`config.mk`:
```
export PLATFORM = sky130hd
export DESIGN_NAME = triple_knob_position_tracker
export DESIGN_NICKNAME = d
export VERILOG_FILES = /design/src/design/tkpt_pkg.sv /design/src/design/triple_knob_position_tracker.sv /design/src/design/tkpt_lane.sv /design/src/design/tkpt_mod_pipe.sv /design/src/design/tkpt_red_norm.sv /design/src/design/tkpt_merge.sv
export SDC_FILE = /design/constraint.sdc
export NUM_CORES = 1
export LEC_CHECK = 0
export BUFFER_PORTS_ARGS = -buffer_cell sky130_fd_sc_hd__buf_4
export CORE_ASPECT_RATIO = 0.75
export CORE_MARGIN = 1.5
export CORE_UTILIZATION = 30
export DETAILED_ROUTE_END_ITERATION = 10
export GPL_TIMING_DRIVEN = 0
export PLACE_DENSITY = 0.54
export SETUP_SLACK_MARGIN = 0.1
export SYNTH_ARGS = -nofsm -noshare
export SYNTH_HDL_FRONTEND = slang
export SYNTH_SLANG_ARGS = --single-unit
```
`constraint.sdc`:
```
create_clock -name i_clk -period 17.8 [get_ports i_clk]
set_clock_uncertainty 0.15 [all_clocks]
set_input_delay 0.89 -clock i_clk [delete_from_list [all_inputs] [get_ports i_clk]]
set_output_delay 0.89 -clock i_clk [all_outputs]
set_load 0.02 [all_outputs]
```
`src/design/tkpt_pkg.sv`:
```
`default_nettype none

package tkpt_pkg;

    // field widths
    localparam int CNT_W      = 8;
    localparam int POS_W      = 13;
    localparam int ROT_W      = 12;
    localparam int LO_W       = 12;
    localparam int BND_W      = 13;
    localparam int DET_W      = POS_W - 2;
    localparam int SAMPLE_W   = 32;
    localparam int BTN_W      = 3;

    // sample layout
    localparam int RED_LSB    = 16;
    localparam int GRN_LSB    = 8;
    localparam int BLU_LSB    = 0;
    localparam int BTN_LSB    = 24;

    // result layout, lowest field first
    localparam int BLU_OFS      = 2 * POS_W;
    localparam int DET_OFS      = 3 * POS_W;
    localparam int OUT_FIELDS_W = 3 * POS_W + DET_W + 4;
    localparam int OUT_W        = ((OUT_FIELDS_W + 7) / 8) * 8;

    // config port
    localparam int CFG_IDX_W  = 3;
    localparam int CFG_DATA_W = 13;

    // pipeline depth of the red delta remainder (one bit per stage + fixup)
    localparam int MOD_STAGES = CNT_W + 1;
    // bit counter of the red residue recompute unit
    localparam int NCNT_W     = $clog2(POS_W + 1);

    localparam logic [ROT_W-1:0]        ROT_RESET  = ROT_W'(256);
    localparam logic signed [BND_W-1:0] BMAX_RESET = BND_W'(255);
    localparam logic signed [POS_W:0]   POS_MAX_X  = (POS_W + 1)'((1 << (POS_W - 1)) - 1);

    typedef enum logic [CFG_IDX_W-1:0] {
        CFG_NEGATE,
        CFG_ROTATION,
        CFG_LOWER,
        CFG_BLUE_MIN,
        CFG_BLUE_MAX
    } t_cfg_idx;

    typedef logic signed [CNT_W:0] t_delta;

    typedef struct packed {
        t_delta           d_green;
        t_delta           d_blue;
        logic [BTN_W-1:0] rise;     // [2] red, [1] green, [0] blue
        logic             all_rise;
    } t_side;

    typedef struct packed {
        logic             busy;
        logic             done;
        logic [ROT_W-1:0] rel;
    } t_norm;

    // one restoring remainder step: shift in a bit, subtract divisor if it fits
    function automatic logic [ROT_W-1:0] f_mod_step(
        input logic [ROT_W-1:0] rem,
        input logic             bit_in,
        input logic [ROT_W-1:0] rot
    );
        logic [ROT_W:0] t;
        logic [ROT_W:0] d;
        t = {rem, bit_in};
        d = t - {1'b0, rot};
        if (t >= {1'b0, rot}) begin
            f_mod_step = d[ROT_W-1:0];
        end else begin
            f_mod_step = t[ROT_W-1:0];
        end
    endfunction

endpackage

`default_nettype wire

```
`src/design/triple_knob_position_tracker.sv`:
```
// Registers: lane delta, remainder stages, remainder fixup, merge output.
// Throughput: one beat per cycle unless output stalls or config work holds input;
// the red lane's remainder pipeline sets the depth. A config write stalls input
// while red's residue is recomputed one bit per cycle; config is taken every cycle.
// Reset: i_rst_n synchronous, active low; clears positions, previous counts,
// previous buttons, the first-sample flag and all config registers to defaults.
`default_nettype none

module triple_knob_position_tracker import tkpt_pkg::*; (
    input  logic                  i_clk,
    input  logic                  i_rst_n,
    // input stream
    input  logic                  s_axis_tvalid,
    output logic                  s_axis_tready,
    input  logic [SAMPLE_W-1:0]   s_axis_tdata,   // [31:0] raw_sample
    // result stream
    output logic                  m_axis_tvalid,
    input  logic                  m_axis_tready,
    output logic [OUT_W-1:0]      m_axis_tdata,   // [12:0] red_position,
                                                  // [25:13] green_position,
                                                  // [38:26] blue_position,
                                                  // [49:39] blue_detent,
                                                  // [50] red_rise, [51] green_rise,
                                                  // [52] blue_rise, [53] all_rise,
                                                  // [55:54] zero
    // config write channel
    input  logic                  i_cfg_valid,
    output logic                  o_cfg_ready,
    input  logic [CFG_IDX_W-1:0]  i_cfg_index,
    input  logic [CFG_DATA_W-1:0] i_cfg_data
);

    // config registers
    logic                    r_negate;
    logic [ROT_W-1:0]        r_rot;
    logic signed [LO_W-1:0]  r_lo;
    logic signed [BND_W-1:0] r_bmin;
    logic signed [BND_W-1:0] r_bmax;

    // sample history
    logic                    r_primed;
    logic [BTN_W-1:0]        r_prev_btn;

    // stage 0 button flags
    logic [BTN_W-1:0]        r_rise;
    logic                    r_all;

    // valid line: stage 0 (lanes) through the last remainder stage
    logic [MOD_STAGES:0]     r_vld;
    t_side                   r_side [1:MOD_STAGES];

    logic                    w_adv;
    logic                    w_accept;
    logic                    w_cfg_we;
    logic [BTN_W-1:0]        w_btn;
    t_delta                  w_d_red;
    t_delta                  w_d_grn;
    t_delta                  w_d_blu;
    logic [ROT_W-1:0]        w_dm;
    t_norm                   w_norm;
    logic signed [POS_W-1:0] w_red_pos;

    // whole pipe moves together; output register frees a slot when taken
    assign w_adv         = !m_axis_tvalid || m_axis_tready;
    assign s_axis_tready = w_adv && !w_norm.busy && !i_cfg_valid;
    assign w_accept      = s_axis_tvalid && s_axis_tready;
    assign o_cfg_ready   = 1'b1;
    assign w_cfg_we      = i_cfg_valid && o_cfg_ready;
    assign w_btn         = s_axis_tdata[BTN_LSB +: BTN_W];

    always_ff @(posedge i_clk) begin
        if (!i_rst_n) begin
            r_negate <= 1'b0;
            r_rot    <= ROT_RESET;
            r_lo     <= '0;
            r_bmin   <= '0;
            r_bmax   <= BMAX_RESET;
        end else if (w_cfg_we) begin
            case (t_cfg_idx'(i_cfg_index))
                CFG_NEGATE:   r_negate <= i_cfg_data[0];
                CFG_ROTATION: r_rot    <= i_cfg_data[ROT_W-1:0];
                CFG_LOWER:    r_lo     <= i_cfg_data[LO_W-1:0];
                CFG_BLUE_MIN: r_bmin   <= i_cfg_data[BND_W-1:0];
                CFG_BLUE_MAX: r_bmax   <= i_cfg_data[BND_W-1:0];
                default:      ;
            endcase
        end
    end

    always_ff @(posedge i_clk) begin
        if (!i_rst_n) begin
            r_primed   <= 1'b0;
            r_prev_btn <= '0;
            r_vld      <= '0;
        end else begin
            if (w_accept) begin
                r_primed   <= 1'b1;
                r_prev_btn <= w_btn;
            end
            if (w_adv) begin
                r_vld <= {r_vld[MOD_STAGES-1:0], w_accept};
            end
        end
    end

    // edge flags ride along with the beat
    always_ff @(posedge i_clk) begin
        if (w_accept) begin
            r_rise <= w_btn & ~r_prev_btn;
            r_all  <= (w_btn == '1) && (r_prev_btn != '1);
        end
    end

    always_ff @(posedge i_clk) begin
        if (w_adv) begin
            r_side[1] <= '{d_green: w_d_grn, d_blue: w_d_blu, rise: r_rise, all_rise: r_all};
            for (int j = 2; j <= MOD_STAGES; j++) begin
                r_side[j] <= r_side[j-1];
            end
        end
    end

    // per-channel delta lanes
    tkpt_lane u_lane_red (
        .i_clk    (i_clk),
        .i_rst_n  (i_rst_n),
        .i_load   (w_accept),
        .i_primed (r_primed),
        .i_negate (r_negate),
        .i_count  (s_axis_tdata[RED_LSB +: CNT_W]),
        .o_delta  (w_d_red)
    );

    tkpt_lane u_lane_grn (
        .i_clk    (i_clk),
        .i_rst_n  (i_rst_n),
        .i_load   (w_accept),
        .i_primed (r_primed),
        .i_negate (r_negate),
        .i_count  (s_axis_tdata[GRN_LSB +: CNT_W]),
        .o_delta  (w_d_grn)
    );

    tkpt_lane u_lane_blu (
        .i_clk    (i_clk),
        .i_rst_n  (i_rst_n),
        .i_load   (w_accept),
        .i_primed (r_primed),
        .i_negate (r_negate),
        .i_count  (s_axis_tdata[BLU_LSB +: CNT_W]),
        .o_delta  (w_d_blu)
    );

    // red delta reduced mod rotation so the wrap is one compare-subtract
    tkpt_mod_pipe u_mod (
        .i_clk   (i_clk),
        .i_adv   (w_adv),
        .i_delta (w_d_red),
        .i_rot   (r_rot),
        .o_dm    (w_dm)
    );

    // red offset recompute after any config write
    tkpt_red_norm u_norm (
        .i_clk   (i_clk),
        .i_rst_n (i_rst_n),
        .i_start (w_cfg_we),
        .i_pos   (w_red_pos),
        .i_lo    (r_lo),
        .i_rot   (r_rot),
        .o_norm  (w_norm)
    );

    tkpt_merge u_merge (
        .i_clk     (i_clk),
        .i_rst_n   (i_rst_n),
        .i_adv     (w_adv),
        .i_valid   (r_vld[MOD_STAGES]),
        .i_dm      (w_dm),
        .i_side    (r_side[MOD_STAGES]),
        .i_rot     (r_rot),
        .i_lo      (r_lo),
        .i_bmin    (r_bmin),
        .i_bmax    (r_bmax),
        .i_norm    (w_norm),
        .o_valid   (m_axis_tvalid),
        .o_data    (m_axis_tdata),
        .o_red_pos (w_red_pos)
    );

endmodule

`default_nettype wire

```
`src/design/tkpt_lane.sv`:
```
`default_nettype none

// One knob channel: modular count delta against the previous sample.
module tkpt_lane import tkpt_pkg::*; (
    input  logic             i_clk,
    input  logic             i_rst_n,
    input  logic             i_load,
    input  logic             i_primed,
    input  logic             i_negate,
    input  logic [CNT_W-1:0] i_count,
    output t_delta           o_delta
);

    logic [CNT_W-1:0] r_prev;
    t_delta           r_delta;
    logic [CNT_W-1:0] w_diff;
    t_delta           w_ext;
    t_delta           n_delta;

    always_comb begin
        w_diff = i_count - r_prev;
        w_ext  = {w_diff[CNT_W-1], w_diff};
        if (!i_primed) begin
            n_delta = '0;
        end else if (i_negate) begin
            n_delta = -w_ext;
        end else begin
            n_delta = w_ext;
        end
    end

    always_ff @(posedge i_clk) begin
        if (!i_rst_n) begin
            r_prev <= '0;
        end else if (i_load) begin
            r_prev <= i_count;
        end
    end

    always_ff @(posedge i_clk) begin
        if (i_load) begin
            r_delta <= n_delta;
        end
    end

    assign o_delta = r_delta;

endmodule

`default_nettype wire

```
`src/design/tkpt_mod_pipe.sv`:
```
`default_nettype none

// Pipelined remainder of the red delta by the rotation span, one bit per stage.
// Output is in [0, rot); meaningless when rot is zero (merge overrides).
module tkpt_mod_pipe import tkpt_pkg::*; (
    input  logic             i_clk,
    input  logic             i_adv,
    input  t_delta           i_delta,
    input  logic [ROT_W-1:0] i_rot,
    output logic [ROT_W-1:0] o_dm
);

    logic [ROT_W-1:0] r_rem [CNT_W];
    logic [CNT_W-1:0] r_mag [CNT_W];
    logic             r_neg [CNT_W];
    logic [ROT_W-1:0] r_dm;

    t_delta           w_abs;
    logic [CNT_W-1:0] w_mag;
    logic [ROT_W-1:0] n_dm;

    always_comb begin
        w_abs = i_delta[CNT_W] ? -i_delta : i_delta;
        w_mag = w_abs[CNT_W-1:0];
        if (r_neg[CNT_W-1] && (r_rem[CNT_W-1] != '0)) begin
            n_dm = i_rot - r_rem[CNT_W-1];
        end else begin
            n_dm = r_rem[CNT_W-1];
        end
    end

    always_ff @(posedge i_clk) begin
        if (i_adv) begin
            r_rem[0] <= f_mod_step('0, w_mag[CNT_W-1], i_rot);
            r_mag[0] <= w_mag;
            r_neg[0] <= i_delta[CNT_W];
            r_dm     <= n_dm;
        end
    end

    for (genvar j = 1; j < CNT_W; j++) begin : g_stage
        always_ff @(posedge i_clk) begin
            if (i_adv) begin
                r_rem[j] <= f_mod_step(r_rem[j-1], r_mag[j-1][CNT_W-1-j], i_rot);
                r_mag[j] <= r_mag[j-1];
                r_neg[j] <= r_neg[j-1];
            end
        end
    end

    assign o_dm = r_dm;

endmodule

`default_nettype wire

```
`src/design/tkpt_red_norm.sv`:
```
`default_nettype none

// Bit-serial recompute of (red_pos - lower) mod rotation after a config write.
module tkpt_red_norm import tkpt_pkg::*; (
    input  logic                    i_clk,
    input  logic                    i_rst_n,
    input  logic                    i_start,
    input  logic signed [POS_W-1:0] i_pos,
    input  logic signed [LO_W-1:0]  i_lo,
    input  logic [ROT_W-1:0]        i_rot,
    output t_norm                   o_norm
);

    logic              r_load;
    logic              r_busy;
    logic [NCNT_W-1:0] r_cnt;
    logic [POS_W-1:0]  r_mag;
    logic [ROT_W-1:0]  r_rem;
    logic              r_neg;

    logic signed [POS_W:0] w_x;
    logic signed [POS_W:0] w_abs;
    logic [ROT_W-1:0]      w_rel;

    always_comb begin
        w_x   = {i_pos[POS_W-1], i_pos} - {{(POS_W + 1 - LO_W){i_lo[LO_W-1]}}, i_lo};
        w_abs = w_x[POS_W] ? -w_x : w_x;
        if (i_rot == '0) begin
            w_rel = '0;
        end else if (r_neg && (r_rem != '0)) begin
            w_rel = i_rot - r_rem;
        end else begin
            w_rel = r_rem;
        end
        o_norm.busy = r_busy;
        o_norm.done = r_busy && !r_load && (r_cnt == '0);
        o_norm.rel  = w_rel;
    end

    always_ff @(posedge i_clk) begin
        if (!i_rst_n) begin
            r_load <= 1'b0;
            r_busy <= 1'b0;
            r_cnt  <= '0;
        end else if (i_start) begin
            r_load <= 1'b1;
            r_busy <= 1'b1;
        end else if (r_load) begin
            r_load <= 1'b0;
            r_cnt  <= NCNT_W'(POS_W);
        end else if (r_cnt != '0) begin
            r_cnt  <= r_cnt - 1'b1;
        end else if (r_busy) begin
            r_busy <= 1'b0;
        end
    end

    always_ff @(posedge i_clk) begin
        if (r_load) begin
            r_mag <= w_abs[POS_W-1:0];
            r_neg <= w_x[POS_W];
            r_rem <= '0;
        end else if (r_cnt != '0) begin
            r_mag <= {r_mag[POS_W-2:0], 1'b0};
            r_rem <= f_mod_step(r_rem, r_mag[POS_W-1], i_rot);
        end
    end

endmodule

`default_nettype wire

```
`src/design/tkpt_merge.sv`:
```
`default_nettype none

// Merge stage: applies lane deltas to the positions, clamps, packs the result.
module tkpt_merge import tkpt_pkg::*; (
    input  logic                    i_clk,
    input  logic                    i_rst_n,
    input  logic                    i_adv,
    input  logic                    i_valid,
    input  logic [ROT_W-1:0]        i_dm,
    input  t_side                   i_side,
    input  logic [ROT_W-1:0]        i_rot,
    input  logic signed [LO_W-1:0]  i_lo,
    input  logic signed [BND_W-1:0] i_bmin,
    input  logic signed [BND_W-1:0] i_bmax,
    input  t_norm                   i_norm,
    output logic                    o_valid,
    output logic [OUT_W-1:0]        o_data,
    output logic signed [POS_W-1:0] o_red_pos
);

    // red kept as offset above lower bound, in [0, rot); zero if rot is zero
    logic [ROT_W-1:0]        r_red_rel;
    logic signed [POS_W-1:0] r_red_pos;
    logic signed [POS_W-1:0] r_grn_pos;
    logic signed [POS_W-1:0] r_blu_pos;
    logic                    r_valid;
    logic [OUT_W-1:0]        r_data;

    logic signed [POS_W:0]   w_lo_x;
    logic signed [POS_W:0]   w_rot_x;
    logic signed [POS_W:0]   w_bmin_x;
    logic signed [POS_W:0]   w_bmax_x;
    logic [ROT_W:0]          w_s;
    logic [ROT_W:0]          w_s_sub;
    logic [ROT_W-1:0]        w_s2;
    logic signed [POS_W:0]   w_red_sum;
    logic signed [POS_W:0]   w_hi;
    logic signed [POS_W-1:0] n_red_pos;
    logic [ROT_W-1:0]        n_red_rel;
    logic signed [POS_W:0]   w_g;
    logic signed [POS_W:0]   w_b;
    logic signed [POS_W:0]   w_g_c;
    logic signed [POS_W:0]   w_b_c;
    logic signed [POS_W-1:0] n_grn_pos;
    logic signed [POS_W-1:0] n_blu_pos;
    logic signed [POS_W:0]   w_bq;
    logic signed [POS_W:0]   w_bsh;
    logic [DET_W-1:0]        w_det;

    always_comb begin
        w_lo_x   = {{(POS_W + 1 - LO_W){i_lo[LO_W-1]}}, i_lo};
        w_rot_x  = {{(POS_W + 1 - ROT_W){1'b0}}, i_rot};
        w_bmin_x = {{(POS_W + 1 - BND_W){i_bmin[BND_W-1]}}, i_bmin};
        w_bmax_x = {{(POS_W + 1 - BND_W){i_bmax[BND_W-1]}}, i_bmax};

        // red: modular add, then top saturation of lower + offset
        w_s     = {1'b0, r_red_rel} + {1'b0, i_dm};
        w_s_sub = w_s - {1'b0, i_rot};
        if (i_rot == '0) begin
            w_s2 = '0;
        end else if (w_s >= {1'b0, i_rot}) begin
            w_s2 = w_s_sub[ROT_W-1:0];
        end else begin
            w_s2 = w_s[ROT_W-1:0];
        end
        w_red_sum = w_lo_x + {{(POS_W + 1 - ROT_W){1'b0}}, w_s2};
        w_hi      = POS_MAX_X - w_lo_x;
        if (w_red_sum > POS_MAX_X) begin
            n_red_pos = POS_MAX_X[POS_W-1:0];
            n_red_rel = w_hi[ROT_W-1:0];
        end else begin
            n_red_pos = w_red_sum[POS_W-1:0];
            n_red_rel = w_s2;
        end

        // green: upper bound wins
        w_g = {r_grn_pos[POS_W-1], r_grn_pos}
            + {{(POS_W - CNT_W){i_side.d_green[CNT_W]}}, i_side.d_green};
        if (w_g > w_rot_x) begin
            w_g_c = w_rot_x;
        end else if (w_g < w_lo_x) begin
            w_g_c = w_lo_x;
        end else begin
            w_g_c = w_g;
        end
        n_grn_pos = w_g_c[POS_W-1:0];

        // blue: max bound wins, inclusive
        w_b = {r_blu_pos[POS_W-1], r_blu_pos}
            + {{(POS_W - CNT_W){i_side.d_blue[CNT_W]}}, i_side.d_blue};
        if (w_b >= w_bmax_x) begin
            w_b_c = w_bmax_x;
        end else if (w_b < w_bmin_x) begin
            w_b_c = w_bmin_x;
        end else begin
            w_b_c = w_b;
        end
        n_blu_pos = w_b_c[POS_W-1:0];

        // divide by four toward zero
        w_bq  = w_b_c + {{(POS_W - 1){1'b0}}, w_b_c[POS_W], w_b_c[POS_W]};
        w_bsh = w_bq >>> 2;
        w_det = w_bsh[DET_W-1:0];
    end

    always_ff @(posedge i_clk) begin
        if (!i_rst_n) begin
            r_red_rel <= '0;
            r_red_pos <= '0;
            r_grn_pos <= '0;
            r_blu_pos <= '0;
            r_valid   <= 1'b0;
        end else begin
            if (i_adv) begin
                r_valid <= i_valid;
            end
            if (i_adv && i_valid) begin
                r_red_rel <= n_red_rel;
                r_red_pos <= n_red_pos;
                r_grn_pos <= n_grn_pos;
                r_blu_pos <= n_blu_pos;
            end else if (i_norm.done) begin
                r_red_rel <= i_norm.rel;
            end
        end
    end

    always_ff @(posedge i_clk) begin
        if (i_adv && i_valid) begin
            r_data <= {{(OUT_W - OUT_FIELDS_W){1'b0}},
                       i_side.all_rise, i_side.rise[0], i_side.rise[1], i_side.rise[2],
                       w_det, n_blu_pos, n_grn_pos, n_red_pos};
        end
    end

    assign o_valid   = r_valid;
    assign o_data    = r_data;
    assign o_red_pos = r_red_pos;

endmodule

`default_nettype wire

```
==> results.md, run 1 <==
- Status: finished clean
- Min-delay src: r_side[0][195]$_DFFE_PN_
- Dpl cell area: 35800 µm²
- Top_reg_cell synth: edfxtp_1
- #FFs+latches synth: 600
- Mean Syn Cell Area: 10.4 µm²
- Post-synthesis adder-cell area fraction: 0.117
- Critical path arrival: approximately 8500 ps
- Post-route insts no fill: about 4800
- Post-synthesis mux area share: 0.0211
- Critical Path RT: 18120 ps
- Asr flop ratio synth: 0
- CTS Root Cell: clkbuf_16
- # rows: 105
- IO Pins: 112
- Post-synth EDFFs: 441
- RSZ-0062 raised after global routing: false
- DR vias: 23900
- CP max FO: 15
- Routed Antenna Nets: 0
- Total power: about 5.1 mW
- Layout area overhead: 14.8%
- Gpl congestion: about 0.92
- Finished Core Util: 0.347
- Hold Path Sink: r_side[0][217]$_DFFE_PN_
- Hold WC Path Type: reg2reg
- Share of cells above drive strength 1: 0.0805
- Final min period: 8160 ps
- Placed wire-length estimate: 65400 µm
- Die area: roughly 110000 µm²
- CTS clk-pin slew, worst paths: around 70 ps
- Final net count: 3701
- Synth Area in Compound Gates: 0.143
- First-pass GRT wire length: 132000 µm
- Most frequent cells in the layout: 447 x nand2_1, 441 x edfxtp_1, 277 x ha_1
- Post-cts resize count: 0
- Chip height: just under 300 µm
- Static Leak: around 15 nW
- Core area: roughly 110000 µm²
- Drt pass-1 iters: 5
- # H-tree levels: 2
- Warnings, synthesis: 0
- Worst slew margin: 0.159
- R2r setup slk: 9640 ps
- Area of the mapped netlist: roughly 33000 µm²
- Congestion Overflow GR: 0
- Endpoints failing setup: 0
- Most common cell after layout, fill and taps aside: nand2_1
- Placed Cells: about 4700
- Post-synthesis simple-gate area fraction: 0.139
- CTS max path bufs: 3
- Largest family of logic cells by synthesized area: compound AO/OA/AOI/OAI gates
- Clock Latency Late Sink: 660 ps
- Synth top area cells: edfxtp_1 40%, ha_1 11%, dfxtp_1 9.7%
- Xor/xnor share of the synthesized area: 0.0480
- Pwr dens: approximately 130 nW/µm²
- Starting Density: 0.302
- RR Endpoint: u_merge.o_red_pos[2]$_SDFFE_PN0P_
- Die Wd: roughly 390 µm
- Global Route Usage Sum: 0.154
- Initial antenna violation count: 3
- Gate count after technology mapping: 3180
- Sink Count: 600
- Fin crit share: 0.458
- Synth unique cells: between 90 and 100
- Kind of start point of the critical path: flip-flop
- Worst R2R Path Depth: 25
- DRC viols: 0
- Starting DRT DRC Count: 1958
- CP endpoint kind: flip-flop
- R2R Path Start: r_rot[1]$_SDFFE_PN0P_
- Crit Path Class: reg2reg
- Largest net degree at the start of global routing: between 60 and 70
- Port Buffers: slightly above 100
- Routed WL: a little under 90000 µm
- CTS tree: yes
- Cell area after layout: roughly 38000 µm²
- Synth top area share: 0.402
- Worst Tran Pin Value: ~1300 ps
- Worst vdd ir: about 0.000095 V
- Post-CTS Repair Setup Buffers: 0
- Via density per instance: a little under 5
- TritonCTS buffer count: 59
- Number of max-cap violations: 0
- Final Hold Fails: 0
- Top cell type by total area after synthesis: edfxtp_1
- Avg WL per Cell: about 18 µm
- Sequential-to-total area share from yosys stat: 0.498
- # hold bufs at CTS: 0
- Number of global-route vias before repair: 21900
- Fmax: around 120 MHz
- Setup TNS: 0 ps
- Fin. max-slew vios: 0
- Worst hold stages: 0
[area by class of cell]
type	count	area (µm²)
Multi-Input combinational cell	2291	15400
Fill cell	11000	71300
Timing Repair Buffer	110	971
Inverter	203	762
Sequential cell	600	16400
Clock inverter	42	532
Clock buffer	69	1550
Buffer	87	385
Tap cell	1444	1810
Antenna cell	3	7.51
[worst max-delay path, cell delays in order, from the launching register on]
cell and delay [ps]:
dfxtp_1 1150, inv_1 830, ha_1 540, nor2b_1 150
o31a_1 280, o41ai_2 330, a21oi_1 180, nor4b_1 350
o21ai_2 180, buf_2 230, nand2_1 90, o21ai_1 100
nor2_1 160, ha_1 190, inv_1 50, fa_1 390
nor2b_1 210, o31a_1 200, o211ai_1 140, a211oi_1 410
nor4_1 140, mux2i_2 500, clkbuf_1 440, o21ai_1 350
nor2_1 170, nor3_1 60
[synthesized netlist by cell type, drive strengths merged, types with 7 or more instances]
library cell and count:
a211oi 31, a21boi 15, a21o 57, a21oi 235, a311oi 7, a31oi 14
and2 24, and3 13, buf 16, clkbuf 70, dfxtp 159, edfxtp 441
fa 19, ha 277, inv 203, mux2 10, mux2i 58, nand2 447
nand2b 43, nand3 36, nand4 38, nor2 199, nor2b 57, nor3 71
nor4 13, nor4b 10, o211ai 17, o21a 29, o21ai 195, o21bai 22
o22ai 22, o31a 11, o31ai 34, or2 13, or3 22, xnor2 122
xor2 57
[stage by stage]
step	setup slack, ps	hold WS, ps
floorplan	6360	250
global placement	1990	250
detailed placement	9580	255
CTS	9540	263
global route	9030	265
finish	9640	261
[sequential cells by signal (all words and copies together) (netlist names), 12 cells and up]
signal	count
u_mod.r_mag	28
u_mod.r_rem	96
u_merge.o_data	54
r_bmax	13
r_rot	12
u_merge.o_red_pos	13
u_mod.o_dm	12
r_bmin	13
u_merge.r_red_rel	12
u_merge.r_blu_pos	13
u_norm.r_mag	13
r_side	198
u_merge.r_grn_pos	13
u_norm.r_rem	12
r_lo	12
[power breakdown]
| group | switching [mW] | total (mW) | internal (mW) |
|---|---|---|---|
| Combinational | 1.14 | 1.88 | 0.739 |
| Clock | 0.573 | 1.35 | 0.776 |
| Sequential | 0.106 | 1.83 | 1.73 |
[how the worst max path moves through the flow]
| stage | startpoint | endpoint | slack [ps] | cells past startpoint |
|---|---|---|---|---|
| 2_1_floorplan | m_axis_tready | r_side[0][100]$_DFFE_PN_ | 6360 | 3 |
| 3_3_place_gp | m_axis_tready | u_mod.o_dm[9]$_DFFE_PN_ | 1990 | 4 |
| 3_5_place_dp | r_rot[1]$_SDFFE_PN0P_ | u_merge.o_red_pos[2]$_SDFFE_PN0P_ | 9580 | 25 |
| 4_1_cts | r_rot[1]$_SDFFE_PN0P_ | u_merge.o_red_pos[2]$_SDFFE_PN0P_ | 9540 | 25 |
| 5_1_grt | r_rot[1]$_SDFFE_PN0P_ | u_merge.o_red_pos[2]$_SDFFE_PN0P_ | 9030 | 25 |
| 6_report | r_rot[1]$_SDFFE_PN0P_ | u_merge.o_red_pos[2]$_SDFFE_PN0P_ | 9640 | 25 |
[logic make-up after synthesis]
| group | count (synthesis) |
|---|---|
| simple gates | 999 |
| compound gates | 746 |
| flops | 600 |
| fa+ha+maj | 296 |
| buf+inv | 290 |
| xor+xnor | 179 |
| mux | 68 |
| other cells | 2 |
[routing by layer]
metal	track usage	up-vias	routed length [µm]
met5	0	-	13
met4	0.0338	2	1560
met3	0.0351	95	6550
met2	0.207	617	34500
met1	0.243	11400	45700
li1	-	11800	-
No activity file was read; power rests on OpenSTA's default activity.
==> inputs of run 2 (changes only) <==
Clock period 17.8 ns to 7.95 ns, I/O delays scaled along.
==> run 2 against run 1 <==
  * Non-clock buffer count grew 43
  * Sequential cell count unchanged
  * Via count increased by 1.1%
  * Cell count grew 0.85%
  * Die area stayed put
==> results.md, run 2 (same netlist as run 1, synthesis figures left out) <==
- Number of max-cap violations: 0
- R2r setup slk: between 700 and 800 ps
- Worst R2R Path Depth: 30
- Drt pass-1 iters: 5
- Worst hold stages: 4
- DRC viols: 0
- CTS max path bufs: 3
- CTS clk-pin slew, worst paths: about 60 ps
- Most frequent cells in the layout: 447 x nand2_1, 441 x edfxtp_1, 277 x ha_1
- Congestion Overflow GR: 0
- Final min period: just over 7000 ps
- Worst hold margin: 95.5 ps
- RSZ-0062 raised after global routing: false
- Final Worst Setup Slack: 714 ps
- Cell family with most CP delay: compound AO/OA/AOI/OAI gates
- Switching power: 4.07 mW
- Status: finished clean
- Fin crit share: 0.910
- Clock power frac: 0.261
- Buf/Inv on CP: 3
- Final Hold Fails: 0
- Starting DRT DRC Count: between 2000 and 2500
- Worst path depth: 30
- Fin. max-slew vios: 0
- Final net count: 3745
- Setup TNS: 0 ps
- First-pass GRT wire length: around 130000 µm
- CTS tree: yes
- DR vias: 24200
- # H-tree levels: 2
- Hold WC Path Type: in2reg
- Die Wd: around 390 µm
- Sink Count: 600
- Post-route insts no fill: 4890
- Crit Path Class: reg2reg
- Logic pwr share: 0.373
- IO Pins: ~110
- Detail Route met3 WL: between 6000 and 7000 µm
- Internal: approximately 7.2 mW
- Static Leak: around 15 nW
- Setup WS pre-CTS: -193 ps
- Kind of start point of the critical path: flip-flop
- Top reg by flops: r_side
- Port Buffers: approximately 100
- CP max FO: 10
- CTS Root Cell: clkbuf_16
- Global Route Usage Sum: 0.155
- Worst Tran Pin Value: around 1300 ps
- Slowest cell on crit path: a2111oi_2
- Finished Core Util: 0.350
- Clock Latency Late Sink: 660 ps
- Gpl congestion: around 0.93
- Placed wire-length estimate: roughly 65000 µm
- Endpoints failing setup: 0
- CP endpoint kind: flip-flop
- # rows: 105
- TritonCTS buffer count: 60
- Placed Cells: around 4700
- Routed Antenna Nets: 0
- Worst slew margin: 0.162
- WL met1: ~46000 µm
- Pwr dens: 295 nW/µm²
- Core area: ~110000 µm²
- Starting Density: 0.302
- Via density per instance: roughly 5
- Max FFs per register: a little under 200
- Die area: ~110000 µm²
- Largest net degree at the start of global routing: around 120
- Routed WL: around 89000 µm
- Switching share of power: 0.361
- Uppermost layer routed: met5
- Critical Path RT: around 8300 ps
- Sequential Power Share: 0.365
- Worst path max stage delay: around 430 ps
- Number of global-route vias before repair: 22100
- Share of cells above drive strength 1: 0.0807
- Most common cell after layout, fill and taps aside: nand2_1
- Critical path arrival: roughly 7600 ps
- N_diodes: 0
- Chip height: 290 µm
- WL met2: ~34000 µm
- Worst vdd ir: 0.000177 V
- Avg WL per Cell: around 18 µm
- Layout area overhead: 15.9%
- Fmax: 138 MHz
- Initial antenna violation count: 5
-- run 2: final timing paths --
| check | start | to |
|---|---|---|
| worst max-delay path | u_mod.o_dm[1]$_DFFE_PN_ | u_merge.o_red_pos[2]$_SDFFE_PN0P_ |
| worst min-delay path | m_axis_tready | r_vld[0]$_SDFFE_PN0N_ |
| worst max register to register | u_mod.o_dm[1]$_DFFE_PN_ | u_merge.o_red_pos[2]$_SDFFE_PN0P_ |
| worst min register to register | r_side[0][66]$_DFFE_PN_ | r_side[0][88]$_DFFE_PN_ |
-- run 2: area by class of cell --
| cell class | instances | area, µm² |
|---|---|---|
| tap | 1444 | 1810 |
| clock buffer | 74 | 1620 |
| sequential | 600 | 16400 |
| inverter | 203 | 766 |
| multi-input combinational | 2291 | 15400 |
| fill | 10900 | 71000 |
| buffer | 87 | 392 |
| timing repair buffer | 153 | 1360 |
| clock inverter | 38 | 413 |
-- run 2: per-layer routing --
layer / GRT usage / vias up
li1: - / 11900
met1: 0.247 / 11500
met2: 0.206 / 679
met3: 0.0334 / 106
met4: 0.0364 / 2
met5: 0 / -
-- run 2: worst reg2reg max path, delay by kind of cell (launching register included) --
kind | cells | cell delay (ps)
fa+ha+maj | 4 | 1220
mux | 1 | 360
xor+xnor | 1 | 220
compound gates | 11 | 2540
simple gates | 10 | 1460
buf+inv | 3 | 700
flops | 1 | 420
-- run 2: what timing repair did --
action	4_1_cts	5_1_grt
hold buffers	43	0
setup buffers	0	3
hold endpoints to repair	81	0
gates resized for setup	1	2
cloned	0	0
setup endpoints to repair	20	4
-- run 2: power by group through the flow --
stage | Clock (mW) | Combinational (mW) | Sequential (mW)
final | 2.94 | 4.20 | 4.11
after CTS | 3.02 | 4.16 | 4.10
after global placement | 0 | 4.11 | 4.16
after global routing | 3.14 | 4.67 | 4.14
after floorplan | 0 | 3.11 | 4.05
after detailed placement | 0 | 4.12 | 4.16
-- run 2: metrics by stage --
stage | power (mW) | cell area [µm²]
after global placement | 8.27 | 35500
final | 11.3 | 38200
after CTS | 11.3 | 38200
after detailed placement | 8.28 | 35700
after floorplan | 7.16 | 33000
after global routing | 12.0 | 38200
==> inputs of run 3 (changes only) <==
Settings changed: ABC_AREA from default to 1, CORE_UTILIZATION 30 to 51, PLACE_DENSITY 0.54 to 0.78.
==> run 3 against run 2 <==
  * Global-route usage rose by 9.8 points
  * Cell area rose by 0.80%
  * The run now ends with design-rule violations left
  * Fmax up 15%
  * Via count grew 12%
  * Non-clock buffer count decreased by 8
  * Combinational power rose by 28%
  * Count of clock-buffer cells in the layout shrank 1
  * Utilization up 24 points
  * Worst setup slack better by 940 ps
  * Cell count up 0.98%
  * Critical endpoint is now u_merge.o_red_pos[9]$_SDFFE_PN0P_
  * Sequential cell count unchanged
  * Worst hold slack got worse by 73 ps
==> results.md, run 3 <==
- Status: complete, but fails checks
- Violated checks: design-rule violations
- Worst Tran Pin Value: between 1000 and 1500 ps
- Synth top area cells: edfxtp_1 39%, ha_1 10%, dfxtp_1 9.3%
- Congestion Overflow GR: 0
- Total power: roughly 12 mW
- Worst vdd ir: about 0.00021 V
- DRC viols: 7
- Area of the mapped netlist: around 34000 µm²
- # H-tree levels: 2
- Die Wd: ~300 µm
- Critical path arrival: about 6700 ps
- Crit Path Class: reg2reg
- Final net count: approximately 4400
- Routed WL: slightly below 90000 µm
- Cell area after layout: just under 40000 µm²
- Number of global-route vias before repair: around 24000
- Die area: 68600 µm²
- RR Endpoint: u_merge.o_red_pos[9]$_SDFFE_PN0P_
- Fillers: between 5000 and 6000
- Most common cell in the netlist: nand2_1
- Endpoints failing setup: 0
- Fin. max-slew vios: 0
- Most common cell after layout, fill and taps aside: nand2_1
- # hold bufs at CTS: 41
- #FFs+latches synth: 600
- Gate count after technology mapping: about 3800
- R2r setup slk: ~1700 ps
- CTS clk-pin slew, worst paths: approximately 70 ps
- Gpl congestion: 0.968
- Global Route Usage Sum: 0.253
- Core area: ~66000 µm²
- N_diodes: 0
- Port Buffers: just over 100
- Synth unique cells: 60
- CP max FO: 10
- Static Leak: ~17 nW
- Top reg by flops: r_side
- Largest net degree at the start of global routing: 132
- Chip height: 227 µm
- Avg WL per Cell: roughly 18 µm
- Asr flop ratio synth: 0
- Share of cells above drive strength 1: 0.0706
- Post-synth EDFFs: 441
- TritonCTS buffer count: 57
- Hold Path Sink: r_rot[8]$_SDFFE_PN1P_
- Final Hold Fails: 0
- IO Pins: 112
- Via density per instance: between 5 and 6
- Most frequent cells in the layout: 684 x nand2_1, 482 x inv_1, 441 x edfxtp_1
- RSZ-0062 raised after global routing: false
- CP endpoint kind: flip-flop
- Worst hold stages: 3
- Dpl cell area: between 30000 and 40000 µm²
- Top_reg_cell synth: edfxtp_1
- Placed wire-length estimate: roughly 64000 µm
- Top cell type by total area after synthesis: edfxtp_1
- CTS tree: yes
- Top cell by count, worst path: inv_1
- Post-CTS Repair Setup Buffers: 0
- Max FFs per register: 198
- Starting Density: 0.520
- Routed Antenna Nets: 0
- Number of max-cap violations: 0
- R2R Path Start: u_merge.r_red_rel[0]$_SDFFE_PN0P_
- Pwr dens: 324 nW/µm²
- CTS Root Cell: clkbuf_16
- Final min period: roughly 6300 ps
- Drt pass-1 iters: 8
- Mean Syn Cell Area: roughly 9 µm²
- Starting DRT DRC Count: 3153
- Hold WC Path Type: in2reg
- Clock Latency Late Sink: approximately 650 ps
- Initial antenna violation count: 1
- Fmax: ~160 MHz
- Layout area overhead: 12.6%
- Setup TNS: 0 ps
- Min-delay src: i_cfg_index[1]
- Fin crit share: 0.791
- Worst slew margin: 0.159
- CTS max path bufs: 3
- Sink Count: 600
- Slowest cell on crit path: dfxtp_1
- Worst path max stage delay: roughly 410 ps
- Finished Core Util: 0.585
- DR vias: around 27000
- Post-synth top cells: 684 x nand2_1, 482 x inv_1, 441 x edfxtp_1
- Worst hold margin: about 23 ps
- Post-cts resize count: 0
- Critical Path RT: about 8300 ps
- Warnings, synthesis: 0
- Synth top area share: 0.387
- Sequential-to-total area share from yosys stat: 0.480
- First-pass GRT wire length: around 130000 µm
- Worst R2R Path Depth: 32
- Kind of start point of the critical path: flip-flop
- # rows: between 80 and 90
-- run 3: power breakdown --
part	internal [mW]	leakage, nW	switching (mW)	total (mW)
Sequential	4.00	5.90	0.278	4.27
Clock	1.59	0.951	1.23	2.82
Combinational	1.90	10.5	3.50	5.39
Total	7.48	17.4	5.01	12.5
-- run 3: how the worst max path moves through the flow --
stage                                           start                                 to  slack [ps]  depth (start not counted)
floorplan                     u_mod.o_dm[3]$_DFFE_PN_  u_merge.o_red_pos[0]$_SDFFE_PN0P_        2840                         33
global placement                r_rot[1]$_SDFFE_PN0P_  u_merge.o_red_pos[9]$_SDFFE_PN0P_        1310                         25
detailed placement              r_rot[1]$_SDFFE_PN0P_  u_merge.o_red_pos[9]$_SDFFE_PN0P_        1270                         25
CTS                             r_rot[1]$_SDFFE_PN0P_  u_merge.o_red_pos[0]$_SDFFE_PN0P_        1270                         25
global route                  u_mod.o_dm[3]$_DFFE_PN_  u_merge.o_red_pos[9]$_SDFFE_PN0P_        1240                         33
finish              u_merge.r_red_rel[0]$_SDFFE_PN0P_  u_merge.o_red_pos[9]$_SDFFE_PN0P_        1660                         32
-- run 3: logic make-up (layout without fill, tap and decap cells) --
group           Yosys count  in the layout  synth area share
other cells               2              3          0.000220
fa+ha+maj               296            296             0.113
flops                   600            600             0.480
buf+inv                 580            835            0.0658
xor+xnor                167            167            0.0428
simple gates           1386           1386             0.173
compound gates          780            780             0.125
-- run 3: routing by layer --
metal	share of wire	wire length (µm)	GRT usage	vias to the layer above
li1	-	-	-	13400
met1	0.49	42500	0.399	12500
met2	0.40	34800	0.355	1080
met3	0.098	8570	0.0508	109
met4	0.018	1540	0.0529	0
met5	0	0	0	-
-- run 3: cell type report --
cell class	count	area, µm²	share of cell area
Buffer	85	395	0.0103
Clock buffer	73	1550	0.0402
Clock inverter	35	390	0.0101
Inverter	495	1870	0.0484
Multi-Input combinational cell	2632	15500	0.403
Sequential cell	600	16400	0.427
Tap cell	871	1090	0.0283
Timing Repair Buffer	147	1270	0.0329
-- run 3: metrics by stage --
step,cells,worst slack [ps]
2_1_floorplan,3812,2840
3_3_place_gp,4786,1310
3_5_place_dp,4789,1270
4_1_cts,4938,1270
5_1_grt,4938,1240
6_report,4938,1660
-- run 3: critical path, delay by kind of cell (launching register included) --
family	cells	cell delay, ps
AND/OR/NAND/NOR	8	1080
flip-flops	1	410
AO/OA/AOI/OAI	9	1700
adder cells (fa/ha/maj)	5	1500
XOR/XNOR	1	270
buffers and inverters	9	1060
